[src/design/ita_pkg.sv]
`timescale 1ns / 1ps
// ----------------------------------------------------------------------------
// ita_pkg
// Shared types, codes and character helpers for the integer to ASCII
// formatter.
// ----------------------------------------------------------------------------
package ita_pkg;

    localparam int NUM_DIGITS  = 20;
    localparam int DIGIT_AW    = $clog2(NUM_DIGITS);
    localparam int QUEUE_DEPTH = 2;
    localparam int QUEUE_AW    = $clog2(QUEUE_DEPTH);
    localparam int CONV_STEPS  = 16;
    localparam int STEP_AW     = $clog2(CONV_STEPS);
    localparam int NIL_LEN     = 5;
    localparam int NIL_AW      = $clog2(NIL_LEN);

    localparam logic [30:0] COUNT_MAX = 31'h7fff_ffff;

    localparam logic [1:0] OP_CHAR     = 2'd0;
    localparam logic [1:0] OP_SIGNED   = 2'd1;
    localparam logic [1:0] OP_UNSIGNED = 2'd2;
    localparam logic [1:0] OP_POINTER  = 2'd3;

    localparam logic [7:0] CH_MINUS   = 8'h2d;
    localparam logic [7:0] CH_ZERO    = 8'h30;
    localparam logic [7:0] CH_X       = 8'h78;
    localparam logic [7:0] CH_UPPER_A = 8'h41;
    localparam logic [7:0] CH_LOWER_A = 8'h61;
    localparam logic [7:0] CH_LPAREN  = 8'h28;
    localparam logic [7:0] CH_N       = 8'h6e;
    localparam logic [7:0] CH_I       = 8'h69;
    localparam logic [7:0] CH_L       = 8'h6c;
    localparam logic [7:0] CH_RPAREN  = 8'h29;

    typedef enum logic [1:0] {
        KIND_CHAR,
        KIND_NIL,
        KIND_NUM
    } kind_t;

    typedef enum logic [1:0] {
        PFX_NONE,
        PFX_MINUS,
        PFX_HEX
    } prefix_t;

    typedef struct packed {
        kind_t       kind;
        prefix_t     prefix;
        logic        hex;
        logic        upper;
        logic [63:0] mag;
    } item_t;

    function automatic logic [7:0] digit_char(input logic [3:0] d, input logic upper);
        logic [7:0] base;
        if (d < 4'd10) begin
            digit_char = CH_ZERO + {4'b0, d};
        end
        else begin
            base       = upper ? CH_UPPER_A : CH_LOWER_A;
            digit_char = base + {4'b0, d} - 8'd10;
        end
    endfunction

    function automatic logic [7:0] nil_char(input logic [NIL_AW-1:0] idx);
        unique case (idx)
            3'd0:    nil_char = CH_LPAREN;
            3'd1:    nil_char = CH_N;
            3'd2:    nil_char = CH_I;
            3'd3:    nil_char = CH_L;
            default: nil_char = CH_RPAREN;
        endcase
    endfunction

endpackage

[src/design/ita_front.sv]
`timescale 1ns / 1ps
// ----------------------------------------------------------------------------
// ita_front
// Accepts conversion requests, works out the run shape (raw char, nil,
// number with optional prefix) and the magnitude, and hands it to the queue.
// ----------------------------------------------------------------------------
module ita_front
    import ita_pkg::*;
(
    input  logic        clk,
    input  logic        rst_n,
    input  logic        in_valid,
    output logic        in_ready,
    input  logic [1:0]  opcode,
    input  logic        radix_hex,
    input  logic        upper_case,
    input  logic [63:0] value,
    output logic        push_valid,
    input  logic        push_ready,
    output item_t       push_item
);

    logic  slot_valid_reg;
    logic  slot_valid_next;
    item_t slot_reg;
    item_t class_item;
    logic  accept;

    always_comb
    begin
        class_item        = '0;
        class_item.kind   = KIND_NUM;
        class_item.prefix = PFX_NONE;
        class_item.hex    = radix_hex;
        class_item.upper  = upper_case;
        class_item.mag    = value;
        unique case (opcode)
            OP_CHAR:
            begin
                class_item.kind = KIND_CHAR;
                class_item.mag  = {56'b0, value[7:0]};
            end
            OP_SIGNED:
            begin
                if (value[31])
                begin
                    class_item.prefix = PFX_MINUS;
                    class_item.mag    = {32'b0, 32'(~value[31:0] + 32'd1)};
                end
                else
                begin
                    class_item.mag = {32'b0, value[31:0]};
                end
            end
            OP_UNSIGNED:
            begin
                class_item.mag = value;
            end
            default:
            begin
                class_item.hex   = 1'b1;
                class_item.upper = 1'b0;
                if (value == 64'd0)
                begin
                    class_item.kind = KIND_NIL;
                end
                else
                begin
                    class_item.prefix = PFX_HEX;
                end
            end
        endcase
    end

    assign in_ready   = !slot_valid_reg || push_ready;
    assign accept     = in_valid && in_ready;
    assign push_valid = slot_valid_reg;
    assign push_item  = slot_reg;

    always_comb
    begin
        slot_valid_next = slot_valid_reg;
        if (accept)
        begin
            slot_valid_next = 1'b1;
        end
        else if (push_ready)
        begin
            slot_valid_next = 1'b0;
        end
    end

    always_ff @(posedge clk or negedge rst_n)
    begin
        if (!rst_n)
        begin
            slot_valid_reg <= 1'b0;
        end
        else
        begin
            slot_valid_reg <= slot_valid_next;
        end
    end

    always_ff @(posedge clk)
    begin
        if (accept)
        begin
            slot_reg <= class_item;
        end
    end

endmodule

[src/design/ita_queue.sv]
`timescale 1ns / 1ps
// ----------------------------------------------------------------------------
// ita_queue
// Short first-in first-out queue of classified requests between the front
// and back parts.
// ----------------------------------------------------------------------------
module ita_queue
    import ita_pkg::*;
(
    input  logic  clk,
    input  logic  rst_n,
    input  logic  push_valid,
    output logic  push_ready,
    input  item_t push_item,
    output logic  pop_valid,
    input  logic  pop_ready,
    output item_t pop_item
);

    item_t               mem_reg [QUEUE_DEPTH];
    logic [QUEUE_AW-1:0] wr_ptr_reg;
    logic [QUEUE_AW-1:0] rd_ptr_reg;
    logic [QUEUE_AW:0]   cnt_reg;
    logic                do_push;
    logic                do_pop;

    assign push_ready = cnt_reg != (QUEUE_AW + 1)'(QUEUE_DEPTH);
    assign pop_valid  = cnt_reg != '0;
    assign pop_item   = mem_reg[rd_ptr_reg];
    assign do_push    = push_valid && push_ready;
    assign do_pop     = pop_valid && pop_ready;

    always_ff @(posedge clk or negedge rst_n)
    begin
        if (!rst_n)
        begin
            wr_ptr_reg <= '0;
            rd_ptr_reg <= '0;
            cnt_reg    <= '0;
        end
        else
        begin
            if (do_push)
            begin
                wr_ptr_reg <= wr_ptr_reg + 1'b1;
            end
            if (do_pop)
            begin
                rd_ptr_reg <= rd_ptr_reg + 1'b1;
            end
            if (do_push && !do_pop)
            begin
                cnt_reg <= cnt_reg + 1'b1;
            end
            else if (do_pop && !do_push)
            begin
                cnt_reg <= cnt_reg - 1'b1;
            end
        end
    end

    always_ff @(posedge clk)
    begin
        if (do_push)
        begin
            mem_reg[wr_ptr_reg] <= push_item;
        end
    end

endmodule

[src/design/ita_back.sv]
`timescale 1ns / 1ps
// ----------------------------------------------------------------------------
// ita_back
// Takes one classified request at a time, converts the magnitude to digits
// (four binary bits per cycle into packed decimal, or nibbles for hex) and
// emits the run via an output register, one character per cycle unless stalled.
// ----------------------------------------------------------------------------
module ita_back
    import ita_pkg::*;
(
    input  logic        clk,
    input  logic        rst_n,
    input  logic        pop_valid,
    output logic        pop_ready,
    input  item_t       pop_item,
    output logic        out_valid,
    input  logic        out_ready,
    output logic [7:0]  ch,
    output logic        last,
    output logic [30:0] total_count
);

    typedef enum logic [2:0] {
        S_IDLE,
        S_CONV,
        S_SIZE,
        S_PREFIX,
        S_DIGIT,
        S_CHAR,
        S_NIL
    } state_t;

    typedef logic [NUM_DIGITS-1:0][3:0] bcd_t;

    state_t              state_reg;
    item_t               item_reg;
    bcd_t                bcd_reg;
    logic [63:0]         bin_reg;
    logic [STEP_AW-1:0]  step_reg;
    logic [DIGIT_AW-1:0] pos_reg;
    logic                pfx_idx_reg;
    logic                out_valid_reg;
    logic [7:0]          ch_reg;
    logic                last_reg;
    logic [30:0]         count_reg;

    bcd_t                dab_bcd;
    logic [63:0]         dab_bin;
    logic [DIGIT_AW-1:0] msd;
    logic                slot_free;
    logic                emit;
    logic [7:0]          emit_ch;
    logic                emit_last;
    logic [30:0]         count_next;

    // shift-and-add-3, four bits per cycle
    always_comb
    begin
        dab_bcd = bcd_reg;
        dab_bin = bin_reg;
        for (int s = 0; s < 4; s++)
        begin
            for (int d = 0; d < NUM_DIGITS; d++)
            begin
                if (dab_bcd[d] >= 4'd5)
                begin
                    dab_bcd[d] = dab_bcd[d] + 4'd3;
                end
            end
            {dab_bcd, dab_bin} = {dab_bcd, dab_bin} << 1;
        end
    end

    // most significant non-zero digit
    always_comb
    begin
        msd = '0;
        for (int d = 0; d < NUM_DIGITS; d++)
        begin
            if (bcd_reg[d] != 4'd0)
            begin
                msd = DIGIT_AW'(d);
            end
        end
    end

    assign slot_free  = !out_valid_reg || out_ready;
    assign pop_ready  = state_reg == S_IDLE;
    assign count_next = (count_reg == COUNT_MAX) ? COUNT_MAX : count_reg + 31'd1;

    always_comb
    begin
        emit      = 1'b0;
        emit_ch   = CH_ZERO;
        emit_last = 1'b0;
        case (state_reg)
            S_PREFIX:
            begin
                emit    = slot_free;
                emit_ch = (item_reg.prefix == PFX_MINUS) ? CH_MINUS :
                          (pfx_idx_reg ? CH_X : CH_ZERO);
            end
            S_DIGIT:
            begin
                emit      = slot_free;
                emit_ch   = digit_char(bcd_reg[pos_reg], item_reg.upper);
                emit_last = pos_reg == '0;
            end
            S_CHAR:
            begin
                emit      = slot_free;
                emit_ch   = item_reg.mag[7:0];
                emit_last = 1'b1;
            end
            S_NIL:
            begin
                emit      = slot_free;
                emit_ch   = nil_char(NIL_AW'(pos_reg));
                emit_last = pos_reg == DIGIT_AW'(NIL_LEN - 1);
            end
            default:
            begin
                emit = 1'b0;
            end
        endcase
    end

    always_ff @(posedge clk or negedge rst_n)
    begin
        if (!rst_n)
        begin
            state_reg     <= S_IDLE;
            out_valid_reg <= 1'b0;
            ch_reg        <= '0;
            last_reg      <= 1'b0;
            count_reg     <= '0;
            step_reg      <= '0;
            pos_reg       <= '0;
            pfx_idx_reg   <= 1'b0;
        end
        else
        begin
            if (emit)
            begin
                out_valid_reg <= 1'b1;
                ch_reg        <= emit_ch;
                last_reg      <= emit_last;
                count_reg     <= count_next;
            end
            else if (out_ready)
            begin
                out_valid_reg <= 1'b0;
            end

            unique case (state_reg)
                S_IDLE:
                begin
                    if (pop_valid)
                    begin
                        pos_reg     <= '0;
                        step_reg    <= '0;
                        pfx_idx_reg <= 1'b0;
                        case (pop_item.kind)
                            KIND_CHAR: state_reg <= S_CHAR;
                            KIND_NIL:  state_reg <= S_NIL;
                            default:   state_reg <= pop_item.hex ? S_SIZE : S_CONV;
                        endcase
                    end
                end
                S_CONV:
                begin
                    step_reg <= step_reg + 1'b1;
                    if (step_reg == STEP_AW'(CONV_STEPS - 1))
                    begin
                        state_reg <= S_SIZE;
                    end
                end
                S_SIZE:
                begin
                    pos_reg   <= msd;
                    state_reg <= (item_reg.prefix == PFX_NONE) ? S_DIGIT : S_PREFIX;
                end
                S_PREFIX:
                begin
                    if (emit)
                    begin
                        if (item_reg.prefix == PFX_MINUS || pfx_idx_reg)
                        begin
                            state_reg <= S_DIGIT;
                        end
                        pfx_idx_reg <= 1'b1;
                    end
                end
                S_DIGIT:
                begin
                    if (emit)
                    begin
                        if (emit_last)
                        begin
                            state_reg <= S_IDLE;
                        end
                        else
                        begin
                            pos_reg <= pos_reg - 1'b1;
                        end
                    end
                end
                S_CHAR:
                begin
                    if (emit)
                    begin
                        state_reg <= S_IDLE;
                    end
                end
                S_NIL:
                begin
                    if (emit)
                    begin
                        pos_reg <= pos_reg + 1'b1;
                        if (emit_last)
                        begin
                            state_reg <= S_IDLE;
                        end
                    end
                end
                default:
                begin
                    state_reg <= S_IDLE;
                end
            endcase
        end
    end

    always_ff @(posedge clk)
    begin
        if (state_reg == S_IDLE && pop_valid)
        begin
            item_reg <= pop_item;
            bcd_reg  <= pop_item.hex ? bcd_t'({16'b0, pop_item.mag}) : '0;
            bin_reg  <= pop_item.mag;
        end
        else if (state_reg == S_CONV)
        begin
            bcd_reg <= dab_bcd;
            bin_reg <= dab_bin;
        end
    end

    assign out_valid   = out_valid_reg;
    assign ch          = ch_reg;
    assign last        = last_reg;
    assign total_count = count_reg;

endmodule

[src/design/integer_to_ascii_formatter.sv]
`timescale 1ns / 1ps
// ----------------------------------------------------------------------------
// integer_to_ascii_formatter
// Turns one conversion request (raw char, signed 32-bit, unsigned 64-bit or
// pointer) into a run of ASCII characters with the final one marked.
// ----------------------------------------------------------------------------
// usage
//   input channel in_valid/in_ready carries opcode, radix_hex, upper_case and
//   value; output channel out_valid/out_ready carries ch, last and
//   total_count, one character per transfer, last set on the run's end.
//   the front registers and classifies a request, a two-entry queue holds up
//   to two more, and the back converts and emits one request at a time.
//   an accepted request passes through the front's register and the queue
//   to the back, which converts a decimal number to packed decimal four
//   bits at a time and then, for hex or decimal, sizes the run before its
//   first character goes to the output register. a run holds up to 20
//   characters, and the back takes the next request once it has passed
//   the run's last character to the output register.
//   while the receiver stalls, the output register holds its character and
//   the front keeps taking requests until it and the queue are full.
//   reset clears the queue, the front's slot, the character count and the output valid.
// ----------------------------------------------------------------------------
module integer_to_ascii_formatter
    import ita_pkg::*;
(
    input  logic        clk,
    input  logic        rst_n,
    input  logic        in_valid,
    output logic        in_ready,
    input  logic [1:0]  opcode,
    input  logic        radix_hex,
    input  logic        upper_case,
    input  logic [63:0] value,
    output logic        out_valid,
    input  logic        out_ready,
    output logic [7:0]  ch,
    output logic        last,
    output logic [30:0] total_count
);

    logic  push_valid;
    logic  push_ready;
    item_t push_item;
    logic  pop_valid;
    logic  pop_ready;
    item_t pop_item;

    ita_front u_front (
        .clk        (clk),
        .rst_n      (rst_n),
        .in_valid   (in_valid),
        .in_ready   (in_ready),
        .opcode     (opcode),
        .radix_hex  (radix_hex),
        .upper_case (upper_case),
        .value      (value),
        .push_valid (push_valid),
        .push_ready (push_ready),
        .push_item  (push_item)
    );

    ita_queue u_queue (
        .clk        (clk),
        .rst_n      (rst_n),
        .push_valid (push_valid),
        .push_ready (push_ready),
        .push_item  (push_item),
        .pop_valid  (pop_valid),
        .pop_ready  (pop_ready),
        .pop_item   (pop_item)
    );

    ita_back u_back (
        .clk         (clk),
        .rst_n       (rst_n),
        .pop_valid   (pop_valid),
        .pop_ready   (pop_ready),
        .pop_item    (pop_item),
        .out_valid   (out_valid),
        .out_ready   (out_ready),
        .ch          (ch),
        .last        (last),
        .total_count (total_count)
    );

endmodule

[config.mk]
export PLATFORM = sky130hd
export DESIGN_NAME = integer_to_ascii_formatter
export DESIGN_NICKNAME = d
export VERILOG_FILES = /design/src/design/ita_pkg.sv /design/src/design/ita_front.sv /design/src/design/ita_queue.sv /design/src/design/ita_back.sv /design/src/design/integer_to_ascii_formatter.sv
export SDC_FILE = /design/constraint.sdc
export NUM_CORES = 1
export LEC_CHECK = 0
export BUFFER_PORTS_ARGS = -buffer_cell sky130_fd_sc_hd__buf_2
export CAP_MARGIN = 20
export CORE_MARGIN = 1.5
export CORE_UTILIZATION = 30
export DETAILED_ROUTE_END_ITERATION = 7
export GPL_ROUTABILITY_DRIVEN = 0
export SLEW_MARGIN = 30
export SYNTH_ARGS = -nofsm -noshare
export SYNTH_HDL_FRONTEND = slang
export SYNTH_SLANG_ARGS = --single-unit
[constraint.sdc]
create_clock -name clk -period 6.1 [get_ports clk]
set_input_delay 0.305 -clock clk [delete_from_list [all_inputs] [get_ports clk]]
set_output_delay 0.305 -clock clk [all_outputs]
set_load 0.05 [all_outputs]
==> Word-level counts from Yosys, hierarchy flattened <==
Memory sizes are Yosys's and may differ from the RTL's.
Index checks and enable logic that the tools add are counted.
{ "word_totals": {"reg_bits": 284, "ram_bits": 140, "mem_count": 1} }
{ "mem_list": {"columns": ["memory", "words", "width", "read_ports", "rd_ports_with_merged_regs", "wr", "line_no", "text"], "rows": [
  ["u_queue.mem_reg", 2, 70, 1, 0, 1, "ita_queue.sv:20", "item_t mem_reg [QUEUE_DEPTH];"]
]} }
{ "classes": {"addsub": 92, "order_cmp": 82, "n_eq_ne": 27, "mux": 151, "n_bitwise": 1, "reduce_logical": 55} }
{ "op_table": {"columns": ["cell", "count"], "rows": [
  ["$mux W4", 86],
  ["$ge A4 B3 Y1 const B", 80],
  ["$add A4 B2 Y4 const B", 76],
  ["$mux W64", 3],
  ["$mux W80", 2],
  ["$pmux W64 S2", 1],
  ["$reduce_bool A4 Y1", 20],
  ["$logic_not A64 Y1", 1],
  ["$mux W3", 16],
  ["$mux W5", 8],
  ["$add A32 B1 Y32 const B", 1],
  ["$mux W32", 1],
  ["$not A32 Y32", 1],
  ["$pmux W8 S4", 1],
  ["$add A31 B1 Y31 const B", 1],
  ["$eq A31 B31 Y1 const B", 1],
  ["$mux W31", 1],
  ["$pmux W7 S4", 1],
  ["$bmux W4 S5", 1],
  ["$pmux W5 S4", 1],
  ["$ne A2 B1 Y1 const B", 9],
  ["$pmux W3 S6", 1],
  ["$mux W8", 2],
  ["$mux W2", 7],
  ["other kinds (42)", 86]
]} }

==> Logic depth before layout (Yosys ltp) <==
Gate-level depths: netlist (run 1).
{ "logic_depth": {"ltp_word": 21, "ltp_mapped": 25} }

==> Hierarchy <==
A second synthesis (run 1) with hierarchy kept.
{ "hier_totals": {"cells_unflattened": 2869, "hier_area_um2": 29351.9} }
{ "modules_own_cells": {"columns": ["mod", "n_inst", "cells_per_inst", "area_each_um2", "seq_area_each_um2"], "rows": [
  ["ita_back", 1, 2356, 20283.2, 6005.8],
  ["ita_queue", 1, 236, 5596.6, 4304.1],
  ["ita_front", 1, 277, 3472.1, 2127.0]
]} }

==> Worst setup path before layout (run 1) <==
No wires, ideal clock.
{ "synth_timing": {"path_kind": "register -> register", "startpoint": "register u_back.state_reg[1]", "endpoint": "register u_back.step_reg[2]", "setup_ps": 129, "arrival_time_ps": 5076, "setup_slack_ps": 895, "path_stages_with_launch": 11, "n_path_buf": 3, "synth_period_minus_slack_ps": 5205, "path_cell_list": "dfrtp_1 clkbuf_1 nor2_1 o21ai_0 or2_2 clkbuf_1 clkbuf_1 nand2_1 o21ai_0 nand2_1 o21ai_0"} }
{ "synth_between": {"elab_chain_cells": 3} }
{ "synth_rtl": {"columns": ["element", "line_no", "text"], "rows": [
  ["from (decl)", "ita_back.sv:35", "state_t state_reg;"],
  ["from (signal assigned)", "ita_back.sv:166", "default: state_reg <= pop_item.hex ? S_SIZE : S_CONV;"],
  ["from (signal assigned)", "ita_back.sv:181", "state_reg <= (item_reg.prefix == PFX_NONE) ? S_DIGIT : S_PREFIX;"],
  ["$eq A3 B1 Y1 or $logic_not A3 Y1 (tied branches)", "ita_back.sv:155", "unique case (state_reg)"],
  ["$reduce_bool A2 Y1 (no source line) or $ne A2 B1 Y1 (tied branches)", null, null],
  ["$reduce_and A2 Y1 (no source line)", null, null],
  ["to (signal assigned)", "ita_back.sv:172", "step_reg <= step_reg + 1'b1;"],
  ["to (decl)", "ita_back.sv:39", "logic [STEP_AW-1:0] step_reg;"]
]} }
Parallel ways exist; a longest one is shown, timed or not.
A chain may end at the register's enable or synchronous reset.

==> Final worst setup path (run 1) <==
{ "layout_timing": {"startpoint": "register u_back.bcd_reg[0] (netlist name)", "endpoint": "register u_back.bcd_reg[2] (netlist name), data pin"} }
{ "layout_between": {"elab_chain_cells": 10} }
{ "layout_rtl": {"columns": ["element", "line_no", "text"], "rows": [
  ["from (decl)", "ita_back.sv:37", "bcd_t bcd_reg;"],
  ["from (signal assigned)", "ita_back.sv:239", "bcd_reg <= pop_item.hex ? bcd_t'({16'b0, pop_item.mag}) : '0;"],
  ["$add A4 B2 Y4 or $ge A4 B3 Y1 (tied branches)", "ita_back.sv:67, ita_back.sv:65", null],
  ["$mux W4 (*)", "ita_back.sv:65", "if (dab_bcd[d] >= 4'd5)"],
  ["$add A4 B2 Y4 or $ge A4 B3 Y1 (tied branches)", "ita_back.sv:67, ita_back.sv:65", null],
  ["$mux W4 (*)", "ita_back.sv:65", null],
  ["$ge A4 B3 Y1 or $add A4 B2 Y4 (tied branches)", "ita_back.sv:65, ita_back.sv:67", null],
  ["$mux W4 (*)", "ita_back.sv:65", null],
  ["$add A4 B2 Y4 or $ge A4 B3 Y1 (tied branches)", "ita_back.sv:67, ita_back.sv:65", null],
  ["$mux W4 (*)", "ita_back.sv:65", null],
  ["$mux W80 (*)", "ita_back.sv:242", "else if (state_reg == S_CONV)"],
  ["$mux W80 (*)", "ita_back.sv:236", "if (state_reg == S_IDLE && pop_valid)"]
]} }
Mark *: on every way between the ends. The rest lies on a longest branch, timed or not. The select of a mux whose other input is x is not followed.

==> summary.md, run 1 <==
The tools report the number of global-route vias before repair as 18.5k. The transition time at the pin with the least slew margin came out at 0.937 ns. The residual DRC count was 0. The leading area contributor after synthesis was sky130_fd_sc_hd__edfxtp_1.

For met3 alone, demand over resource in global routing was 1.46%. For this design, the sink count on the clock tree is 424. During placement, the flow inserted port buffers numbering 113.

Utilization after layout: 33.9%. For the area of the core, the log shows 91500 um^2. Static timing analysis puts the maximum clock frequency at 204 MHz.

The run finished with clean final reports. After synthesis, the cell types taking the most area are sky130_fd_sc_hd__edfxtp_1, sky130_fd_sc_hd__ha_1, sky130_fd_sc_hd__mux2i_1. The standard-cell row count was 111. The synthesized netlist occupies a cell area of 27700 um^2.

In the final timing run, aggregate negative setup slack is 0 ns. After technology mapping, the gate count stands at 2662. For the worst flop-to-flop path, the logic depth is 21. The normalized max-slew margin came out at 37.5%. The primary flip-flop cell chosen by synthesis mapping was sky130_fd_sc_hd__edfxtp_1. Once the floorplan was initialized, standard cells occupied 30.2% of the core. The net count after synthesis is 2908.

The share of synthesized area in the top cell type comes to 39.6%. After layout, the worst path uses 80.3% of the clock period. The total count of max-transition violations in the final report was 0; the count of warnings emitted by yosys was 0. The average instance in the mapped netlist occupies 10.4 um^2. The startpoint identified for the worst register-to-register timing path is u_back.bcd_reg[0].

The total count of hold-check failures in the final report is 0, and the setup clock skew after layout is 0.0263 ns. The number of distinct standard cells referenced by the synthesized netlist was 103; the total via count in the routed design was 19.5k. The total congestion overflow after global routing was 0; the post-cts repair resize count was 0. Global routing consumed, on the met2 layer, 22.2% of the routing resources.

The number of synthesized flops with an enable pin works out to 365. The tools report the deepest level of the CTS H-tree as 2. For the number of violations of the max-capacitance limit, the log shows 0. The proportion of register bits with asynchronous set or reset after synthesis works out to 13.9%.

The routed wire length per instance came out at 15.6 um. Final antenna-violating net count: 0. For this design the top-level I/O count stands at 114.

The combined global-route utilization of all metal layers is 12.9%. After detailed routing, the number of vias per cell comes to 4.91. The peak-usage layer in the global routing report was met2. The synthesized design contains 424 register bits.

STA classifies the critical path startpoint as a flip-flop. For the met1 track utilization from global routing, the log shows 17.2%. The data arrival time of the critical path was 5.35 ns; the maximum fanout encountered on the critical timing path was 6. After clock tree synthesis, the clock-pin slew on the worst setup and hold paths is 0.07 ns. Setup repair after global routing left no endpoint under its margin. In the final design database the tool counted 2998 nets. The setup path with the least slack is of type reg -> reg. The pre-antenna-repair detailed-routing pass consisted of 5 iterations. For this block, the initial DRC count from the detailed router was 1248.

The tools report the routed wire length as 62000 um. The root buffer cell chosen for the clock tree is sky130_fd_sc_hd__clkbuf_16. In this run the worst hold path is classified as in -> reg. The floorplan step defined a die boundary enclosing 94100 um^2. The first global-routing pass estimated 99400 um of wire. The number of antenna repair diodes came out at 0. The start point of the critical path was u_back.bcd_reg[0].

The worst hold slack after final layout is 0.0338 ns. From synthesis to final layout, the design area changed by 12.2%. The die is 307 um tall.

The floorplan die width was 307 um. The initial antenna violation count is 0. For this run, the register share of the synthesized area comes to 44.9%.

The share of cells above drive strength 1 is 12.3%, and the insertion delay of the later-clocked pin in the worst-skew pair is 0.59 ns. Required time reported for the critical path endpoint: 6.54 ns. In this run the worst setup path terminates at u_back.bcd_reg[2]. The clock passes through at most 3 buffers. The run gives 45 as the number of buffers inserted during clock tree synthesis. The minimum period implied by the final worst setup slack was 4.90 ns; the number of flip-flops in the largest register was 140.

TritonCTS built the clock tree. The final count of negative-setup-slack endpoints is 0. The category of the worst setup path capture point was a flip-flop.

The wire-length estimate of the detail-placed layout is 45500 um. The endpoint of the worst register-to-register path was u_back.bcd_reg[2]. Entering global routing, the biggest net connects 112 pins. The tools report the internal reg-to-reg setup slack as 1.20 ns.
routing by layer:
| layer | up-vias | share of wire (%) |
|---|---|---|
| met2 | 316 | 48 |
| met1 | 9294 | 46 |
| met4 | 0 | 2.0 |
| met3 | 72 | 3.2 |
| met5 | - | 0 |
| li1 | 9818 | - |
cells by family after synthesis:
family | after synthesis | share of synthesized area [%]
simple gates | 831 | 15.5
compound gates | 587 | 13.7
flops | 424 | 44.9
buf+inv | 306 | 4.64
mux | 243 | 10.2
fa+ha+maj | 174 | 7.89
xor+xnor | 97 | 3.07
critical path, stage by stage (launching register included):
cell and delay [ns]:
sky130_fd_sc_hd__edfxtp_1 0.47, sky130_fd_sc_hd__inv_1 0.09, sky130_fd_sc_hd__ha_1 0.23, sky130_fd_sc_hd__nand2b_1 0.09, sky130_fd_sc_hd__a21oi_1 0.17, sky130_fd_sc_hd__xnor2_1 0.16, sky130_fd_sc_hd__inv_1 0.14, sky130_fd_sc_hd__ha_1 0.27
sky130_fd_sc_hd__nor2b_1 0.16, sky130_fd_sc_hd__o31ai_2 0.27, sky130_fd_sc_hd__xnor2_1 0.25, sky130_fd_sc_hd__ha_1 0.27, sky130_fd_sc_hd__nor2b_1 0.29, sky130_fd_sc_hd__o21bai_1 0.17, sky130_fd_sc_hd__a22oi_1 0.09, sky130_fd_sc_hd__o22a_1 0.26
sky130_fd_sc_hd__xnor2_1 0.31, sky130_fd_sc_hd__ha_1 0.26, sky130_fd_sc_hd__nand2b_1 0.08, sky130_fd_sc_hd__a21boi_1 0.23, sky130_fd_sc_hd__mux2_2 0.36, sky130_fd_sc_hd__o21ai_1 0.11
synthesized netlist by cell type (all sizes together) (14+ instances only):
library cell and n:
o22ai 15, a2bb2oi 14, nor3b 29, nand2 237
a211oi 23, nor3 34, mux4 24, ha 173
edfxtp 365, xor2 29, dfrtp 59, nand2b 62
mux2i 173, or3 43, o211ai 15, a221oi 16
nor4 14, o31ai 33, xnor2 68, a31oi 25
a21oi 95, a21o 21, and2 56, mux2 46
inv 204, o21bai 24, nor2 173, nand3 31
o21ai 237, nor2b 69, or2 16, clkbuf 64
buf 37
placed cells by master, fill, tap and decap left out, drive strengths merged, types with 9 or more instances in the layout:
cell	n
mux4	24
o22ai	15
and2	56
mux2	46
nand2b	62
nor4	14
clkinv	19
and3	12
xor2	29
o211ai	15
o32ai	12
a211o	13
a21o	21
dlygate4sd3	14
a21oi	95
buf	131
clkbuf	49
o21ai	237
a2bb2oi	14
nand3	31
nor3b	29
and2b	12
nand2	237
mux2i	173
a31oi	25
or2	16
ha	173
a221oi	16
nor2	173
edfxtp	365
nor3	34
nor2b	69
o21bai	24
or3	43
xnor2	68
a211oi	23
dfrtp	59
o31ai	33
inv	211
nand4	9
per-stage QoR:
stage	std cells	setup slack, ns	area (um^2)
final	3975	1.20	31000
after detailed placement	3877	1.28	29400
after global placement	3877	1.38	29400
after CTS	3975	1.26	31000
after global routing	3975	0.814	31000
after floorplan	2662	0.895	27700
how the worst min path moves through the flow:
stage	slack, ns	cells after the start	from	endpoint
4_1_cts	0.0003	2	value[39]	u_front.push_item[39]
3_5_place_dp	0.43	0	u_front.push_item[26]	u_queue.mem_reg[1][26]
2_1_floorplan	0.009	0	rst_n	u_back.ch[0]
6_report	0.03	2	upper_case	u_front.push_item[64]
5_1_grt	0.02	2	value[57]	u_front.push_item[57]
3_3_place_gp	0.42	0	u_front.push_item[2]	u_queue.mem_reg[1][2]
what timing repair did:
item | in CTS | in global routing
endpoints found under the hold margin | 72 | 0
setup buffers | 0 | 0
hold buffers | 14 | 0
area by class of cell:
class                   instances  area (um^2)
flip-flops and latches        424        12400
inverters                     204          766
clock buffers                  49         1140
multi-input cells            1932        14000
fillers                      9148        60500
repair buffers                145          841
clock inverters                35          382
well taps                    1186         1480
Power of run 1 is not shown: default switching activity piles up to over one toggle a cycle in this logic, so the estimate is an artifact.
==> run 2: changes to the inputs <==
--- a/config.mk
+++ b/config.mk
@@ -5,6 +5,7 @@
 export SDC_FILE = /design/constraint.sdc
 export NUM_CORES = 1
 export LEC_CHECK = 0
+export ABC_AREA = 1
 export BUFFER_PORTS_ARGS = -buffer_cell sky130_fd_sc_hd__buf_2
 export CAP_MARGIN = 20
 export CORE_MARGIN = 1.5
==> constraint.sdc (replaced) <==
create_clock -name clk -period 4.91 [get_ports clk]
set_input_delay 0.2455 -clock clk [delete_from_list [all_inputs] [get_ports clk]]
set_output_delay 0.2455 -clock clk [all_outputs]
set_load 0.05 [all_outputs]
==> run 2 against run 1 <==
Compared with the run above: first-iteration DRC count increased by 24%; final cell count increased by 20%; critical path depth increased by 6; design area increased by 1.6%; utilization increased by 1.0 points; clock skew increased by 0.027 ns; wire length increased by 6.7%; sequential share of layout area decreased by 0.64 points; count of clock-buffer cells in the layout increased by 21; register-to-register slack got worse by 0.78 ns; global-route usage increased by 0.99 points; critical path type unchanged.
==> summary.md, run 2 <==
Counting every instance in the synthesized netlist gives 3375. Entering global routing, the biggest net connects 81 pins. The final critical path takes up 91.4% of the cycle.

114 I/O pins were placed. The most used standard cell by instance count after synthesis is sky130_fd_sc_hd__nand2_1. Summed over all nets, wire length on met2 after detailed routing comes to 30300 um. Counting the buffers created by CTS gives 50.

Detailed placement finished with a half-perimeter wire length of 48500 um. Relative to the synthesized area, the layout overhead comes to 15.2%. The clock transition at the register clock pins on the worst setup and hold paths after CTS is 0.06 ns.

For the netlist area before placement, the log shows 27400 um^2. From left edge to right edge, the die measures 305 um. Clock latency on the worst-skew pair, taken at its later pin, is 0.63 ns. Category of the worst setup path capture point: a flip-flop. Yosys mapped a number of flops with a built-in enable equal to 365. The synthesized design contains 424 register bits. In the routed design, unresolved DRC markers number 0.

Setup repair after global routing left no endpoint under its margin. The number of nets handed over by synthesis was 3621. After synthesis, the cell types taking the most area are sky130_fd_sc_hd__edfxtp_1, sky130_fd_sc_hd__nand2_1, sky130_fd_sc_hd__ha_1. Data on the critical path is required at its endpoint by 5.21 ns. The share of cells above drive strength 1 came out at 9.85%. Slowest cell on the critical path: sky130_fd_sc_hd__edfxtp_1.

The count of TritonRoute iterations in the first routing pass was 5. The most used flip-flop cell after synthesis is sky130_fd_sc_hd__edfxtp_1. The count of buffers added on input and output ports is 113. The mean instance size in the synthesized netlist is 8.12 um^2. Total count of max-transition violations in the final report: 0.

The minimum period implied by the final worst setup slack was 4.49 ns. The post-layout net count was 3790. Counting instances in the post-synthesis netlist gives the leading cell types as sky130_fd_sc_hd__nand2_1, sky130_fd_sc_hd__inv_1, sky130_fd_sc_hd__edfxtp_1, sky130_fd_sc_hd__nor2_1, sky130_fd_sc_hd__o21ai_0. The number of violations of the max-capacitance limit is 0, and the total via count in the routed design is 22.0k. Setup total negative slack on the finished layout was measured at 0 ns.

The total count of hold-check failures in the final report is 0. The detailed-route wire length on metal 1 was 31800 um. The tools report the total congestion overflow after global routing as 0. The standard-cell row count is 110, and the normalized max-slew margin is 36.9%. The maximum fanout encountered on the critical timing path was 5.

The flow ran to the end, and the final reports show no timing, DRC or antenna violations. The routed length on met3 is 2710 um, and the setup clock skew after layout is 0.0538 ns. In the layout the commonest cells are sky130_fd_sc_hd__nand2_1, sky130_fd_sc_hd__inv_1, sky130_fd_sc_hd__edfxtp_1.

The most common cell after layout, fill and taps aside is sky130_fd_sc_hd__nand2_1. The final layout contains routed wiring with a total length of 66100 um. The first-pass GRT wire length came out at 106000 um. The clock net sink count is 424. The data arrival time of the critical path came out at 4.79 ns. TritonCTS built the clock tree. The floorplan step defined a die boundary enclosing 93100 um^2. For this run, the number of Yosys warnings is 0. The worst hold path belongs to the class in -> reg. The utilization after layout was 34.9%; the die height was 305 um. The largest incremental delay on the critical path works out to 0.44 ns. After the first detailed-routing iteration, the DRC count stood at 1543. Initial antenna violation count: 0. Buffers added to address setup during post-CTS repair amount to 0. In this run the remaining antenna-violating nets after routing total 0. The number of antenna repair diodes came out at 0. The library cell appearing most often on the critical path is sky130_fd_sc_hd__inv_1. The routed wire length per instance came out at 13.9 um. For this configuration, the core starts out at a cell density of 30.3%. The final count of negative-setup-slack endpoints was 0. The cell sitting at the root of the clock tree is a sky130_fd_sc_hd__clkbuf_16. Leading area contributor after synthesis: sky130_fd_sc_hd__edfxtp_1. In the routed layout, each cell is associated on average with a via count of 4.61. The worst-case clock buffer depth was 3; the sequential element share of the synthesized area was 45.4%. The number of flip-flops in the largest register is 140.

The classification of the worst setup path was reg -> reg. In this run, distinct cell masters in the synthesized netlist total 65. The share of synthesized area in the top cell type comes to 40.0%.

The transition time at the pin with the least slew margin was 0.943 ns; the maximum clock rate was 223 MHz. The core region is 90300 um^2. The combined global-route utilization of all metal layers came out at 13.9%.

The worst setup path is launched from a flip-flop. The clock tree synthesis step divided the H-tree into 2 levels. The proportion of register bits with asynchronous set or reset after synthesis works out to 13.9%.

The number of global-route vias before repair is 20.6k. The top layer used by detailed routing was met4.
## run 2: cell count changes after synthesis, moves of 37 or more
cell / previous run / this run
sky130_fd_sc_hd__nand2b_1: 62 / 0
sky130_fd_sc_hd__inv_1: 204 / 529
sky130_fd_sc_hd__nor2b_1: 69 / 0
sky130_fd_sc_hd__nand2_1: 234 / 925
sky130_fd_sc_hd__o21ai_2: 4 / 41
sky130_fd_sc_hd__nand3_1: 31 / 187
sky130_fd_sc_hd__nor2_1: 173 / 277
sky130_fd_sc_hd__or3_1: 43 / 1
sky130_fd_sc_hd__and2_1: 56 / 13
sky130_fd_sc_hd__mux2i_1: 169 / 3
sky130_fd_sc_hd__xnor2_1: 68 / 13
## run 2: timing repair
| action | CTS | global route |
|---|---|---|
| endpoints found under the setup margin | 0 | 1 |
| hold buffers | 55 | 0 |
| gates resized for setup | 0 | 1 |
| endpoints found under the hold margin | 113 | 0 |
## run 2: logic make-up (layout without fill, tap and decap cells)
group	count (synthesis)	count (layout)	synth area share, %
and+or+nand+nor	1563	1563	24.0
buffers and inverters	611	819	8.46
AOI/OAI and AO/OA	514	514	11.1
DFF	424	424	45.4
adders and majority gates	174	174	7.97
xor gates and xnor gates	85	85	2.95
muxes	4	4	0.151
## run 2: critical path, delay by kind of cell (launching register included)
family	cells	cell delay [ns]
AND/OR/NAND/NOR	11	1.22
adder cells (fa/ha/maj)	4	0.82
XOR/XNOR	2	0.65
AO/OA/AOI/OAI	3	0.43
buffers and inverters	7	0.63
flip-flops	1	0.44
## run 2: path summary, 6_finish.rpt
check / startpoint / to / slack (ns) / depth (start not counted)
max reg2reg: u_back.bcd_reg[28] / u_back.bcd_reg[37] / 0.42 / 27
min reg2reg: u_front.push_item[45] / u_queue.mem_reg[0][45] / 0.44 / 0
max in group asynchronous: rst_n / u_queue.rd_ptr_reg / 4.16 / 3
min in group asynchronous: rst_n / u_back.total_count[30] / 0.25 / 3
min: value[23] / u_front.push_item[23] / 0.03 / 2
max: u_back.bcd_reg[28] / u_back.bcd_reg[37] / 0.42 / 27
## run 2: final cells by class
cell class,instances,area [um^2]
repair buffers,185,1270
clock inverters,21,268
inverters,543,2040
multi-input cells,2340,12700
fillers,9262,58700
clock buffers,70,1360
flip-flops and latches,424,12400
well taps,1176,1470
## run 2: layer usage
metal	GRT usage, %	vias up
met3	2.03	79
met2	23.3	395
met5	0	-
met1	18.8	10100
met4	3.53	0
li1	-	11400
## run 2: per-stage QoR
step | worst slack (ns) | cells | area [um^2] | hold WS (ns)
2_1_floorplan | 0.155 | 3375 | 27400 | -0.0501
3_3_place_gp | 0.619 | 4613 | 29300 | 0.423
3_5_place_dp | 0.522 | 4613 | 29400 | 0.431
4_1_cts | 0.478 | 4759 | 31500 | 0.000290
5_1_grt | 0.0578 | 4759 | 31500 | 0.0111
6_report | 0.420 | 4759 | 31500 | 0.0256
Power of run 2 is left out for the same reason.
